## src/rtl/core/pfin_pkg.sv

```systemverilog
// shared types, constants and the color distance function for the palette lookup
`default_nettype none

package pfin_pkg;

	// default table depth and fixed field widths
	localparam int PALETTE_ENTRIES_DEF = 256;
	localparam int COLOR_W             = 16;
	localparam int INDEX_W             = 8;
	localparam int KIND_W              = 2;
	localparam int DIST_W              = 13;

	// match kind codes on the result
	localparam logic [KIND_W-1:0] KIND_EXACT  = 2'd0;
	localparam logic [KIND_W-1:0] KIND_INSERT = 2'd1;
	localparam logic [KIND_W-1:0] KIND_NEAR   = 2'd2;

	// commands from controller to datapath
	typedef struct packed {
		logic load;
		logic issue;
		logic emit_exact;
		logic emit_insert;
		logic emit_near;
	} pfin_cmd_t;

	// status from datapath to controller
	typedef struct packed {
		logic empty;
		logic full;
		logic last_addr;
		logic cmp_valid;
		logic hit;
	} pfin_status_t;

	// byte swap of a stored color back to plain rgb565
	function automatic logic [COLOR_W-1:0] unswap(input logic [COLOR_W-1:0] v);
		return {v[7:0], v[15:8]};
	endfunction

	// 2*dr^2 + dg^2 + 2*db^2 on plain rgb565 colors
	function automatic logic [DIST_W-1:0] weighted_distance(
		input logic [COLOR_W-1:0] a,
		input logic [COLOR_W-1:0] b
	);
		logic [4:0]  dr;
		logic [5:0]  dg;
		logic [4:0]  db;
		logic [9:0]  sr;
		logic [11:0] sg;
		logic [9:0]  sb;
		dr = (a[15:11] > b[15:11]) ? (a[15:11] - b[15:11]) : (b[15:11] - a[15:11]);
		dg = (a[10:5] > b[10:5]) ? (a[10:5] - b[10:5]) : (b[10:5] - a[10:5]);
		db = (a[4:0] > b[4:0]) ? (a[4:0] - b[4:0]) : (b[4:0] - a[4:0]);
		sr = 10'(dr) * 10'(dr);
		sg = 12'(dg) * 12'(dg);
		sb = 10'(db) * 10'(db);
		return DIST_W'({sr, 1'b0}) + DIST_W'(sg) + DIST_W'({sb, 1'b0});
	endfunction

endpackage

`default_nettype wire

```

## src/rtl/core/pfin_ctrl.sv

```systemverilog
// controller for the palette scan: sequences reads, picks the result kind
`default_nettype none

module pfin_ctrl (
	input  wire logic                  clk,
	input  wire logic                  arst_n,
	input  wire logic                  start,
	output logic                       busy,
	input  wire pfin_pkg::pfin_status_t status,
	output pfin_pkg::pfin_cmd_t        cmd
);

	import pfin_pkg::*;

	typedef enum logic {
		ST_IDLE,
		ST_SCAN
	} state_t;

	state_t state_q;
	logic   issued_all_q;
	logic   scan_end;

	assign busy     = (state_q != ST_IDLE);
	assign scan_end = issued_all_q && !status.cmp_valid;

	// command decode
	always_comb begin
		cmd             = '0;
		cmd.load        = (state_q == ST_IDLE) && start;
		cmd.issue       = (state_q == ST_SCAN) && !issued_all_q && !status.hit;
		cmd.emit_exact  = (state_q == ST_SCAN) && status.hit;
		cmd.emit_insert = (state_q == ST_SCAN) && !status.hit && scan_end && !status.full;
		cmd.emit_near   = (state_q == ST_SCAN) && !status.hit && scan_end && status.full;
	end

	// state and issue tracking
	always_ff @(posedge clk or negedge arst_n) begin
		if (!arst_n) begin
			state_q      <= ST_IDLE;
			issued_all_q <= 1'b0;
		end else begin
			unique case (state_q)
				ST_IDLE: begin
					if (start) begin
						state_q      <= ST_SCAN;
						issued_all_q <= status.empty;
					end
				end
				ST_SCAN: begin
					if (cmd.issue && status.last_addr) begin
						issued_all_q <= 1'b1;
					end
					if (cmd.emit_exact || cmd.emit_insert || cmd.emit_near) begin
						state_q <= ST_IDLE;
					end
				end
				default: state_q <= ST_IDLE;
			endcase
		end
	end

	// at most one result per item
	a_one_emit: assert property (@(posedge clk) disable iff (!arst_n)
		$onehot0({cmd.emit_exact, cmd.emit_insert, cmd.emit_near}))
		else $error("more than one result kind in a cycle");

	// no reads issued once the scan has covered every entry
	a_no_late_issue: assert property (@(posedge clk) disable iff (!arst_n)
		issued_all_q && state_q == ST_SCAN |-> !cmd.issue)
		else $error("read issued past the last entry");

	// a request is only taken while idle
	a_load_idle: assert property (@(posedge clk) disable iff (!arst_n)
		cmd.load |=> $past(state_q) == ST_IDLE && state_q == ST_SCAN)
		else $error("request taken outside idle");

endmodule

`default_nettype wire

```

## config.mk

```make
export PLATFORM = sky130hd
export DESIGN_NAME = pfin_ctrl
export DESIGN_NICKNAME = d
export VERILOG_FILES = /design/src/rtl/core/pfin_pkg.sv /design/src/rtl/core/pfin_ctrl.sv
export SDC_FILE = /design/constraint.sdc
export NUM_CORES = 1
export LEC_CHECK = 0
export ABC_AREA = 1
export BUFFER_PORTS_ARGS = -buffer_cell sky130_fd_sc_hd__buf_2
export CORE_AREA = 8 8 45 47
export DETAILED_ROUTE_END_ITERATION = 8
export DIE_AREA = 0 0 53 55
export GPL_ROUTABILITY_DRIVEN = 0
export GPL_TIMING_DRIVEN = 0
export SLEW_MARGIN = 10
export SYNTH_ARGS = -nofsm -noshare
export SYNTH_HDL_FRONTEND = slang
export SYNTH_SLANG_ARGS = --single-unit
```

## constraint.sdc

```tcl
create_clock -name clk -period 1.75 [get_ports clk]
set_input_delay 0.2625 -clock clk [delete_from_list [all_inputs] [get_ports clk]]
set_output_delay 0.2625 -clock clk [all_outputs]
set_load 0.01 [all_outputs]
```

# ---- Word level (Yosys, flattened, before mapping)
# Index checks and enable logic that the tools add are counted.
dict set report totals {
  register_bits 2
  latch_bits 0
  mem_count 0
  word_cells 28
  inputBits 8
  ramBits 0
  romBits 0
  out_inout_bits 6
}
dict set report op_classes {
  mul 0
  n_shift 0
  bitwise_logic 1
  add_sub_neg 0
  n_div 0
  n_mux 6
  n_reduce_logical 17
  n_eq_ne 2
  magnitude_cmp 0
}
# operator count
set op_table {}
lappend op_table {{1-bit logical AND} 10}
lappend op_table {{1-bit zero test} 4}
lappend op_table {{1-bit two-way mux} 4}
lappend op_table {{1-bit one-hot mux with 2 select lines} 2}
lappend op_table {{1-bit logical OR} 2}
lappend op_table {{2-bit by 1-bit != test with 1-bit output, second input constant} 1}
lappend op_table {{2-bit != test, second input constant} 1}
lappend op_table {{2-bit AND reduction} 1}
lappend op_table {{1-bit NOT} 1}

# ---- Logic depth before layout (Yosys ltp)
dict set report depth {
  word_depth 8
  depth_mapped 5
  mapped_depth_nobuf 5
}

# ---- Worst setup path after synthesis
# No wires, ideal clock.
dict set report synth_path {
  kind {flip-flop to output port}
  startpoint {register issued_all_q}
  endpoint {output cmd[0] in the netlist's numbering}
  stages_incl_launch_ff 5
  t_required_ns 1.487
  n_path_buf 0
  path_slack_ns 0.749
  arrival_time_ns 0.739
  cell_sequence {dfrtp_1 -> inv_2 -> nor2_2 -> nand3_1 -> nor2_1}
}
# element line_no
set synth_rtl {}
lappend synth_rtl {{from (decl)} pfin_ctrl.sv:21} ;# logic issued_all_q;
lappend synth_rtl {{from (signal assigned)} pfin_ctrl.sv:47} ;# issued_all_q <= status.empty;
lappend synth_rtl {{to (decl)} pfin_ctrl.sv:10} ;# output pfin_pkg::pfin_cmd_t cmd

==> flow_metrics.env <==
export IMPL_drc=0
export IMPL_synth_top_area_share_pct=35.40
export IMPL_mostFrequentLayoutCell="buf_2"
export IMPL_yosys_warnings=0
export IMPL_synth_xor_area_share_pct=0
export IMPL_critPathLaunchType="flip-flop"
export IMPL_powerDensity_nw_per_um2=962.6
export IMPL_ant_nets=0
export IMPL_numCtsBuffers=3
export IMPL_clock_fmax_ghz=0.7703
export IMPL_crit_arrival_ns=1.04
export IMPL_outcome="finished clean"
export IMPL_initial_utilization_pct=10.22
export IMPL_grt_pass1_wl_um=627
export IMPL_synth_compound_area_share_pct=3.540
export IMPL_root_buffer="clkbuf_4"
export IMPL_numClockSinks=2
export IMPL_synth_seq_cells=2
export IMPL_cts_resized=0
export IMPL_finalHoldViolations=0
export IMPL_ys_seq_area_share_pct=35.40
export IMPL_grt_pass1_vias=182
export IMPL_clkSlewWorstSetupHoldPaths_ns=0.03
export IMPL_p_leak_nw=0.1682
export IMPL_synth_top_family_by_area="simple AND/OR/NAND/NOR gates"
export IMPL_clk_latency_ns=0.22
export IMPL_antenna_diode_count=0
export IMPL_synth_fa_ha_area_share_pct=0
export IMPL_syn_num_nets=31
export IMPL_antenna_found_initial=0
export IMPL_fp_dieArea_um2=2915
export IMPL_cts_buffer_depth=2
export IMPL_vias_per_cell=3.482
export IMPL_tns_ns=0
export IMPL_worstSetupEndpointType="output port"
export IMPL_synthSimpleGateAreaFrac_pct=45.13
export IMPL_routed_wl_um=452
export IMPL_hold_class="input port to flip-flop"
export IMPL_tightest_slew_ns=0.1858
export IMPL_critPathSlowestCell="dfrtp_1"
export IMPL_die_h_um=55
export IMPL_max_stage_delay_ns=0.37
export IMPL_cp_required_ns=1.49
export IMPL_crit_type="flip-flop to output port"
export IMPL_crit_family="flip-flops"
export IMPL_first_pass_iters=2
export IMPL_dp_cells=52
export IMPL_hpwlAfterDp_um=374.6
export IMPL_muxShareOfSynthArea_pct=0
export IMPL_grt_start_max_net_pins=8
export IMPL_rsz0062_at_grt="no"
export IMPL_relSlewSlack_pct=87.62
export IMPL_rows=14
export IMPL_core_um2=1384
export IMPL_final_cell_mix="13 x buf_2, 6 x nand2_1, 5 x inv_1"
export IMPL_first_iter_violations=1
export IMPL_netlist_instances=23
export IMPL_cts_max_level=1
export IMPL_path_cells="inv_2 -> nor2_2 -> nand3_1 -> nor2_1 -> buf_2"
export IMPL_cts_tree="built"
export IMPL_areaGrowthSynthToFinish_pct=83.19
export IMPL_setup_viol=0
export IMPL_synthTopCellsByArea="dfrtp_1 35%, nand2_1 16%, inv_1 13%"
export IMPL_port_buffer_count=13
export IMPL_synth_top_area_cell="dfrtp_1"
export IMPL_cap_violations=0
export IMPL_grtUsageTotal_pct=3.388
export IMPL_num_io_pins=14
export IMPL_finalCritPeriodShare_pct=74.19
export IMPL_fin_crit_ns=1.298
export IMPL_finClkSkew_ns=0.0003678
export IMPL_power_total_w=0.0002493
export IMPL_vias=195
export IMPL_syn_avg_cell_area_um2=6.147
export IMPL_syn_area_um2=141.4
export IMPL_drv_slew=0
export IMPL_ir_drop_mv=0.2059
export IMPL_detail_route_wl_per_cell_um=8.071
export IMPL_drive_gt1_share_pct=47.50
export IMPL_gr_total_overflow=0
export IMPL_crit_fanout=3
export IMPL_yosys_cell_types_count=11
export IMPL_fin_cells=56
export IMPL_die_width_um=53
export IMPL_critPathBufInv=2
export IMPL_nets=50
-- cells by family (layout without fill, tap and decap cells) --
kind of cell	after synthesis	after routing
AO/OA/AOI/OAI	1	1
buffers and inverters	6	23
flip-flops	2	2
AND/OR/NAND/NOR	14	14
-- cells in the mapped netlist --
cell type	instances
nand4_1	1
or2_1	1
nand2_2	1
nand3_1	1
inv_1	5
dfrtp_1	2
inv_2	1
nand2_1	6
o21ai_1	1
nor2_2	1
nor2_1	3
-- worst reg2reg max path, cell delays in order (launching register included) --
cell and delay (ns):
dfrtp_1 0.42, or2_1 0.24, nand2_1 0.06, nand2_1 0.05
-- worst paths after layout --
check	slack (ns)	endpoint	depth (start not counted)	from
max	0.45	cmd[0]	5	issued_all_q$_DFFE_PN0P_
min	0.31	busy$_DFF_PN0_	3	start
max reg2reg	0.86	issued_all_q$_DFFE_PN0P_	3	busy$_DFF_PN0_
min reg2reg	0.52	issued_all_q$_DFFE_PN0P_	2	issued_all_q$_DFFE_PN0P_
max in group asynchronous	1.30	issued_all_q$_DFFE_PN0P_	2	arst_n
min in group asynchronous	0.35	busy$_DFF_PN0_	2	arst_n
-- metrics by stage --
step	util (%)	cell area (um2)	hold slack, ns	setup slack, ns
finish	18.72	259.0	0.3103	0.4517
global route	18.72	259.0	0.3224	0.3351
CTS	18.72	259.0	0.3109	0.4303
detailed placement	16.37	226.5	0.04951	0.6768
global placement	16.37	226.5	0.04870	0.6779
floorplan	-	141.4	-0.03309	0.7486
-- final cells by class --
type	instances	area, um2
Sequential cell	2	50.05
Multi-Input combinational cell	15	68.82
Fill cell	166	1125
Clock buffer	3	22.52
Tap cell	16	20.02
Timing Repair Buffer	14	75.07
Inverter	6	22.52
-- repair_timing --
item | in CTS | in global routing
hold buffers | 1 | 0
buffers inserted | 0 | 0
endpoints found under the hold margin | 2 | 0
endpoints found under the setup margin | 0 | 0
-- per-layer routing --
metal	track usage, %	vias up	wire length (um)
met5	0	-	0
met3	3.476	0	102
li1	-	103	-
met2	5.078	9	224
met1	2.128	83	125
met4	3.879	0	0
-- power by group --
| part | internal [W] | leakage, nW | switching, W | total, W |
|---|---|---|---|---|
| clock | 0.0000758 | 0.0138 | 0.0000272 | 0.000103 |
| sequential | 0.0000587 | 0.0238 | 0.0000140 | 0.0000727 |
| combinational | 0.0000326 | 0.131 | 0.0000410 | 0.0000736 |
| total | 0.000167 | 0.168 | 0.0000822 | 0.000249 |
-- state kept, by name, indices dropped and copies added, names as in the netlist --
signal,cells
issued_all_q,1
busy,1
No activity file was read; power rests on OpenSTA's default activity.
