--- src/rtl/core/pfin_pkg.sv ---
// shared types, constants and the color distance function for the palette lookup
`default_nettype none

package pfin_pkg;

	// default table depth and fixed field widths
	localparam int PALETTE_ENTRIES_DEF = 256;
	localparam int COLOR_W             = 16;
	localparam int INDEX_W             = 8;
	localparam int KIND_W              = 2;
	localparam int DIST_W              = 13;

	// match kind codes on the result
	localparam logic [KIND_W-1:0] KIND_EXACT  = 2'd0;
	localparam logic [KIND_W-1:0] KIND_INSERT = 2'd1;
	localparam logic [KIND_W-1:0] KIND_NEAR   = 2'd2;

	// commands from controller to datapath
	typedef struct packed {
		logic load;
		logic issue;
		logic emit_exact;
		logic emit_insert;
		logic emit_near;
	} pfin_cmd_t;

	// status from datapath to controller
	typedef struct packed {
		logic empty;
		logic full;
		logic last_addr;
		logic cmp_valid;
		logic hit;
	} pfin_status_t;

	// byte swap of a stored color back to plain rgb565
	function automatic logic [COLOR_W-1:0] unswap(input logic [COLOR_W-1:0] v);
		return {v[7:0], v[15:8]};
	endfunction

	// 2*dr^2 + dg^2 + 2*db^2 on plain rgb565 colors
	function automatic logic [DIST_W-1:0] weighted_distance(
		input logic [COLOR_W-1:0] a,
		input logic [COLOR_W-1:0] b
	);
		logic [4:0]  dr;
		logic [5:0]  dg;
		logic [4:0]  db;
		logic [9:0]  sr;
		logic [11:0] sg;
		logic [9:0]  sb;
		dr = (a[15:11] > b[15:11]) ? (a[15:11] - b[15:11]) : (b[15:11] - a[15:11]);
		dg = (a[10:5] > b[10:5]) ? (a[10:5] - b[10:5]) : (b[10:5] - a[10:5]);
		db = (a[4:0] > b[4:0]) ? (a[4:0] - b[4:0]) : (b[4:0] - a[4:0]);
		sr = 10'(dr) * 10'(dr);
		sg = 12'(dg) * 12'(dg);
		sb = 10'(db) * 10'(db);
		return DIST_W'({sr, 1'b0}) + DIST_W'(sg) + DIST_W'({sb, 1'b0});
	endfunction

endpackage

`default_nettype wire

--- src/rtl/core/pfin_ram.sv ---
// generic single write port ram with registered read
`default_nettype none

module pfin_ram #(
	parameter int WIDTH = 16,
	parameter int DEPTH = 256
) (
	input  wire logic                     clk,
	input  wire logic                     we,
	input  wire logic [$clog2(DEPTH)-1:0] waddr,
	input  wire logic [WIDTH-1:0]         wdata,
	input  wire logic [$clog2(DEPTH)-1:0] raddr,
	output logic      [WIDTH-1:0]         rdata
);

	logic [WIDTH-1:0] mem_q [DEPTH];

	// write port and registered read port
	always_ff @(posedge clk) begin
		if (we) begin
			mem_q[waddr] <= wdata;
		end
		rdata <= mem_q[raddr];
	end

endmodule

`default_nettype wire

--- src/rtl/core/pfin_dp.sv ---
// datapath: palette ram, fill count, exact compare, nearest tracking, result register
`default_nettype none

module pfin_dp #(
	parameter int PALETTE_ENTRIES = pfin_pkg::PALETTE_ENTRIES_DEF
) (
	input  wire logic                          clk,
	input  wire logic                          arst_n,
	input  wire pfin_pkg::pfin_cmd_t           cmd,
	output pfin_pkg::pfin_status_t             status,
	input  wire logic [pfin_pkg::COLOR_W-1:0]  color_in,
	output logic                               valid,
	output logic      [pfin_pkg::INDEX_W-1:0]  palette_index,
	output logic      [pfin_pkg::KIND_W-1:0]   match_kind
);

	import pfin_pkg::*;

	localparam int IDX_W = $clog2(PALETTE_ENTRIES);
	localparam int CNT_W = $clog2(PALETTE_ENTRIES + 1);

	logic [COLOR_W-1:0] color_q;
	logic [COLOR_W-1:0] key_q;
	logic [IDX_W-1:0]   addr_q;
	logic [CNT_W-1:0]   count_q;
	logic               valid_s1;
	logic [IDX_W-1:0]   idx_s1;
	logic [DIST_W-1:0]  best_q;
	logic [IDX_W-1:0]   best_idx_q;
	logic [COLOR_W-1:0] rdata;
	logic [DIST_W-1:0]  entry_dist;
	logic [IDX_W-1:0]   scan_top_idx;
	logic               valid_q;
	logic [INDEX_W-1:0] index_q;
	logic [KIND_W-1:0]  kind_q;

	// palette storage, entries past the fill count are never used
	pfin_ram #(
		.WIDTH (COLOR_W),
		.DEPTH (PALETTE_ENTRIES)
	) u_ram (
		.clk   (clk),
		.we    (cmd.emit_insert),
		.waddr (count_q[IDX_W-1:0]),
		.wdata (color_q),
		.raddr (addr_q),
		.rdata (rdata)
	);

	// status toward the controller
	assign scan_top_idx     = IDX_W'(count_q - CNT_W'(1));
	assign entry_dist       = weighted_distance(unswap(rdata), key_q);
	assign status.empty     = (count_q == CNT_W'(1));
	assign status.full      = (count_q == CNT_W'(PALETTE_ENTRIES));
	assign status.last_addr = (addr_q == scan_top_idx);
	assign status.cmp_valid = valid_s1;
	assign status.hit       = valid_s1 && (rdata == color_q);

	// request capture and scan address
	always_ff @(posedge clk) begin
		if (cmd.load) begin
			color_q <= color_in;
			key_q   <= unswap(color_in);
			addr_q  <= IDX_W'(1);
		end else if (cmd.issue) begin
			addr_q <= addr_q + IDX_W'(1);
		end
		idx_s1 <= addr_q;
	end

	// read data valid flag, set in the cycle after an issue
	always_ff @(posedge clk or negedge arst_n) begin
		if (!arst_n) begin
			valid_s1 <= 1'b0;
		end else begin
			valid_s1 <= cmd.issue;
		end
	end

	// nearest entry so far, first entry wins a tie
	always_ff @(posedge clk) begin
		if (cmd.load) begin
			best_q <= '1;
		end else if (valid_s1 && entry_dist < best_q) begin
			best_q     <= entry_dist;
			best_idx_q <= idx_s1;
		end
	end

	// fill count
	always_ff @(posedge clk or negedge arst_n) begin
		if (!arst_n) begin
			count_q <= CNT_W'(1);
		end else if (cmd.emit_insert) begin
			count_q <= count_q + CNT_W'(1);
		end
	end

	// result register, shown for one cycle
	always_ff @(posedge clk or negedge arst_n) begin
		if (!arst_n) begin
			valid_q <= 1'b0;
		end else begin
			valid_q <= cmd.emit_exact || cmd.emit_insert || cmd.emit_near;
		end
	end

	always_ff @(posedge clk) begin
		if (cmd.emit_exact) begin
			index_q <= INDEX_W'(idx_s1);
			kind_q  <= KIND_EXACT;
		end else if (cmd.emit_insert) begin
			index_q <= INDEX_W'(count_q);
			kind_q  <= KIND_INSERT;
		end else if (cmd.emit_near) begin
			index_q <= INDEX_W'(best_idx_q);
			kind_q  <= KIND_NEAR;
		end
	end

	assign valid         = valid_q;
	assign palette_index = index_q;
	assign match_kind    = kind_q;

	// fill count stays in range
	a_count_range: assert property (@(posedge clk) disable iff (!arst_n)
		count_q != '0 && count_q <= CNT_W'(PALETTE_ENTRIES))
		else $error("fill count out of range");

	// no append into a full table
	a_no_insert_full: assert property (@(posedge clk) disable iff (!arst_n)
		cmd.emit_insert |-> !status.full)
		else $error("append into full table");

	// a shown result never carries the unused kind code
	a_kind_legal: assert property (@(posedge clk) disable iff (!arst_n)
		valid_q |-> kind_q == KIND_EXACT || kind_q == KIND_INSERT || kind_q == KIND_NEAR)
		else $error("illegal match kind");

endmodule

`default_nettype wire

--- config.mk ---
export PLATFORM = sky130hd
export DESIGN_NAME = pfin_dp
export DESIGN_NICKNAME = d
export VERILOG_FILES = /design/src/rtl/core/pfin_pkg.sv /design/src/rtl/core/pfin_ram.sv /design/src/rtl/core/pfin_dp.sv
export SDC_FILE = /design/constraint.sdc
export NUM_CORES = 2
export LEC_CHECK = 0
export ABC_AREA = 0
export BUFFER_PORTS_ARGS = -buffer_cell sky130_fd_sc_hd__buf_4
export CORE_MARGIN = 1
export CORE_UTILIZATION = 63
export CTS_CLUSTER_DIAMETER = 80
export CTS_CLUSTER_SIZE = 8
export DETAILED_ROUTE_END_ITERATION = 6
export GPL_TIMING_DRIVEN = 1
export HOLD_SLACK_MARGIN = 0.03
export PLACE_DENSITY = 0.79
export SLEW_MARGIN = 0
export SYNTH_ARGS = -nofsm -noshare
export SYNTH_HDL_FRONTEND = slang
export SYNTH_HIERARCHICAL = 1
export SYNTH_SLANG_ARGS = --single-unit
--- constraint.sdc ---
create_clock -name clk -period 13.9 [get_ports clk]
set_input_delay 1.39 -clock clk [delete_from_list [all_inputs] [get_ports clk]]
set_output_delay 1.39 -clock clk [all_outputs]
set_load 0.02 [all_outputs]
# Word-level counts from Yosys, hierarchy flattened
# Memories as Yosys holds them, arrays and structs flattened. A register that Yosys moved wholly into a read port is not among the register bits.
# Cells that the tools add are included.
[word_totals] regBits=90 inputBits=23 out_inout_bits=16 word_cells=54 mem_count=1 mem_bits_rw=4096
[classes] n_bitwise=1 n_reduce_logical=8 eq_ne=4 multipliers=3 addsub=11 n_lt_le_gt_ge=4 mux=10
[mem_list] name="u_ram.mem_q" depth=256 word_bits=16 read_ports=1 rd_clocked_by_memory_dff=1 wr=1 line_no="pfin_ram.sv:16" source="logic [WIDTH-1:0] mem_q [DEPTH];"
[op_table] op="two-way mux 8 bit" n=3
[op_table] op="multiplier 5 x 5 -> 10 bit" n=2
[op_table] op="subtractor 5 bit" n=4
[op_table] op="== test 16 bit" n=1
[op_table] op="adder 11 x 12 -> 13 bit" n=1
[op_table] op="adder 13 x 11 -> 13 bit" n=1
[op_table] op="< comparator 13 bit" n=1
[op_table] op="multiplier 6 x 6 -> 12 bit" n=1
[op_table] op="subtractor 6 bit" n=2
[op_table] op="greater-than comparator 5 bit" n=2
[op_table] op="two-way mux 5 bit" n=2
[op_table] op="adder 9 x 1 -> 9 bit (second input constant)" n=1
[op_table] op="== test 9 x 1 -> 1 bit (second input constant)" n=1
[op_table] op="== test 9 bit (second input constant)" n=1
[op_table] op="adder 8 x 1 -> 8 bit (second input constant)" n=1
[op_table] op="== test 8 bit" n=1
[op_table] op="subtractor 8 x 1 -> 8 bit (second input constant)" n=1
[op_table] op="greater-than comparator 6 bit" n=1
[op_table] op="two-way mux 6 bit" n=1
[op_table] op="two-way mux 1 bit" n=4
[op_table] op="nonzero test 3 bit" n=1
[op_table] op="logical AND 1 bit" n=2
[op_table] op="logical OR 1 bit" n=2
[op_table] op="AND reduction 2 bit" n=1
[op_table] op="other kinds (3)" n=3

# Depth between registers and ports, before layout
[logic_depth] depth_word=8 depth_mapped=41 ltp_nobuf=39

# Hierarchy
# Netlist, hierarchy kept.
[by_module_without_submodules] mod="pfin_ram" instances=1 cells_per_inst=7360 area_per_inst_um2=158714.7 seq_area_each_um2=123318.3
[by_module_without_submodules] mod="pfin_dp" instances=1 cells_per_inst=690 area_per_inst_um2=6502.5 seq_area_each_um2=1858.0

# Worst setup path after synthesis
# Ideal clock, no wire load.
[synth_timing] path_type="register -> register" start="register color_q[4] (netlist name)" end="register best_idx_q[0], enable pin" arrival_ns=11.812 path_stages_with_launch=39 synth_period_minus_slack_ns=12.144 path_buffers=1 required_ns=13.568 path_slack_ns=1.756 setup_time_ns=0.332 path_cell_list="edfxtp_1 -> inv_1 -> ha_1 -> and3_1 -> nand3_1 -> o21ai_1 -> mux2i_1 -> a21boi_0 -> nand2b_1 -> nand2b_1 -> fa_1 -> fa_1 -> fa_1 -> inv_1 -> ha_1 -> a21o_1 -> a21oi_1 -> o21bai_1 -> [... 3 more ...] -> fa_1 -> inv_1 -> fa_1 -> inv_1 -> ha_1 -> a21o_1 -> a21oi_1 -> inv_1 -> a41oi_1 -> o21bai_1 -> xor2_1 -> ha_1 -> nand3_1 -> nor3_1 -> o311ai_0 -> and3b_1 -> clkbuf_1 -> and2_1"
[synth_lines] item="end signal, assigned" line_no="pfin_dp.sv:86" source="best_idx_q <= idx_s1;"
[synth_lines] item="end, declared" line_no="pfin_dp.sv:29" source="logic [IDX_W-1:0] best_idx_q;"

==> qor.yml <==
numCtsBuffers: 599
synth_top_area_share_pct: 75.0
cts_sinks: 4186
fin_crit_sh_pct: 71.9
drt-total-wl_mm: 479
status: "finished with violations"
ys_seq_area_share_pct: 75.8
p_per_area_nw_per_um2: 196
critical_path.top_delay_family: "adder cells"
cts_root_buf: "clkbuf_16"
final-max-slew-violation-count: 0
vdd_ir_drop_max_uv: 965
fin_ws_ns: 3.91
grt_max_degree: 209
antenna_found_initial: 43
violations: "design-rule violations"
wl_per_cell_um: 39.0
grt_overflow: 0
power.leakage_nw: 62.4
ys_types: 78
place_congestion: 0.981
fin_cells: 12300
synth_edf_count: 4128
synth_top_area_cell: "edfxtp_1"
drtIter0Drc: 16000
cts_tree: "yes"
period_needed_ns: 9.99
crit_slowest_cell: "buf_4"
clk_pin_slew_ns: 0.05
cts_htree_levels: 6
yosysMostFrequentCell: "edfxtp_1"
numPortBuffers: 38
hold_viol: 0
vias_per_cell: 7.43
syn-cell-area_um2: 165000
async_flop_share_pct: 0.263
cts_setup_buffers: 0
synthTopCellsByArea: "edfxtp_1 (75%), mux4_2 (11%), mux2i_1 (3.5%)"
ctsResizeCount: 0
place_inst: 11500
worst_pin_slew_ns: 1.36
clkLatencyLatePin_ns: 0.98
fin_util_pct: 71.9
cts_hold_buf: 0
relSlewSlack_pct: 8.59
rows: 187
crit_type: "reg2reg"
track_usage_pct: 36.3
initial_core_util_pct: 63.5
max_clock_freq_mhz: 100
cp.required_ns: 14.47
die_height_um: 514
drcViolationCount: 24
dr.pass1.iters: 7
start_kind: "register"
hold_slack_ns: 0.249
place_area_um2: 171000
skew_ns: 0.0773
drtAntennaViolNets: 0
setup_viol: 0
core_area_um2: 260000
syn_area_per_cell_um2: 20.5
clock_path_buffers: 4
synth_cells: 8050
nets: 8775
design_area_um2: 187000
synth_fp_nets: 8193
critPathCaptureType: "register"
rsz0062_at_grt: "false"
worstHoldPathType: "in2async"
setup_tns_ns: 0
die_area_um2: 264000
synth-seq-cells: 4186
grt_pass1_wl_mm: 672
vias: 91300
max_cap_viol_count: 0
num_io_pins: 39
cp_slowest_stage_delay_ns: 0.60
grt_pass1_vias: 91400
die_w_um: 514
place_ws_ns: 3.88
finalPower_mw: 36.7
critPathBufInv: 4
critPathMostFrequentCell: "fa_1"
dpl.hpwl_mm: 256
ys_warn_count: 6
synth_common_cells: "edfxtp_1 (4128), mux4_2 (797), mux2i_1 (585)"
drive_gt1_share_pct: 23.7
worstPathMaxFanout: 63
syn2layout_area_growth_pct: 13.2
synthFlopType: "edfxtp_1"
worst_ep_arrival_time_ns: 10.56
-- power breakdown --
group	total (mW)	switching (mW)	internal [mW]
Combinational	9.24	5.56	3.68
Clock	13.1	5.29	7.80
Sequential	14.3	0.103	14.2
-- worst paths after layout --
kind	depth (start not counted)	slack [ns]	to	startpoint
min in group clk	0	0.44	best_idx_q[3]	idx_s1[3]
hold / removal	1	0.25	count_q[8]	arst_n
max in group asynchronous	1	13.42	count_q[0]	arst_n
setup reg to reg	32	3.91	best_idx_q[6]	color_q[8]
setup / recovery	32	3.91	best_idx_q[6]	color_q[8]
hold reg to reg	0	0.44	best_idx_q[3]	idx_s1[3]
-- state kept, by name, indices dropped and copies added (netlist names) --
register and cells:
u_ram/mem_q 4096, u_ram/rdata 16, color_q 15, best_q 13, count_q 9, addr_q 8
best_idx_q 8, idx_s1 8, palette_index 8, match_kind 2, key_q 1, valid 1
valid_s1 1
-- worst reg2reg max path, delay by kind of cell (launching register included) --
kind                       cells  cell delay [ns]
xor gates and xnor gates       3             0.89
DFF                            1             0.33
adders and majority gates     10             4.41
muxes                          1             0.25
AOI/OAI and AO/OA              7             1.56
and+or+nand+nor                7             1.37
buffers and inverters          4             0.82
-- cells by family after synthesis --
| group | Yosys count | synth area share, % |
|---|---|---|
| and+or+nand+nor | 724 | 2.01 |
| adders and majority gates | 120 | 1.08 |
| buffers and inverters | 586 | 1.93 |
| muxes | 1472 | 15.0 |
| xor gates and xnor gates | 57 | 0.316 |
| AOI/OAI and AO/OA | 905 | 3.87 |
| DFF | 4186 | 75.8 |
-- layer usage --
metal  routed length [µm]  track usage (%)
met5                  466            0.146
met4                30900             19.6
met3                76800             13.7
met2               216000             53.9
met1               155000             46.8
-- placed cells by master, fill, tap and decap left out, drive strengths merged, types with 39 or more instances in the layout --
cell type	Yosys	routed
ha	83	83
nand3	39	39
edfxtp	4128	4128
clkbuf	246	664
mux2	89	89
a21oi	204	204
inv	114	138
o21ai	63	63
o22ai	150	150
nand2	86	86
buf	226	453
mux2i	586	586
nor2	346	346
o221ai	254	254
mux4	797	797
a22oi	44	44
nor3	103	103
dfxtp	47	47
-- layout make-up --
cell class / count / area, µm²
Clock buffer: 664 / 15400
Multi-Input combinational cell: 3278 / 37000
Fill cell: 13900 / 73200
Clock inverter: 54 / 953
Antenna cell: 30 / 75.1
Timing Repair Buffer: 453 / 3590
Inverter: 114 / 440
Sequential cell: 4186 / 125000
Tap cell: 3496 / 4370
No activity file was read; power rests on OpenSTA's default activity.
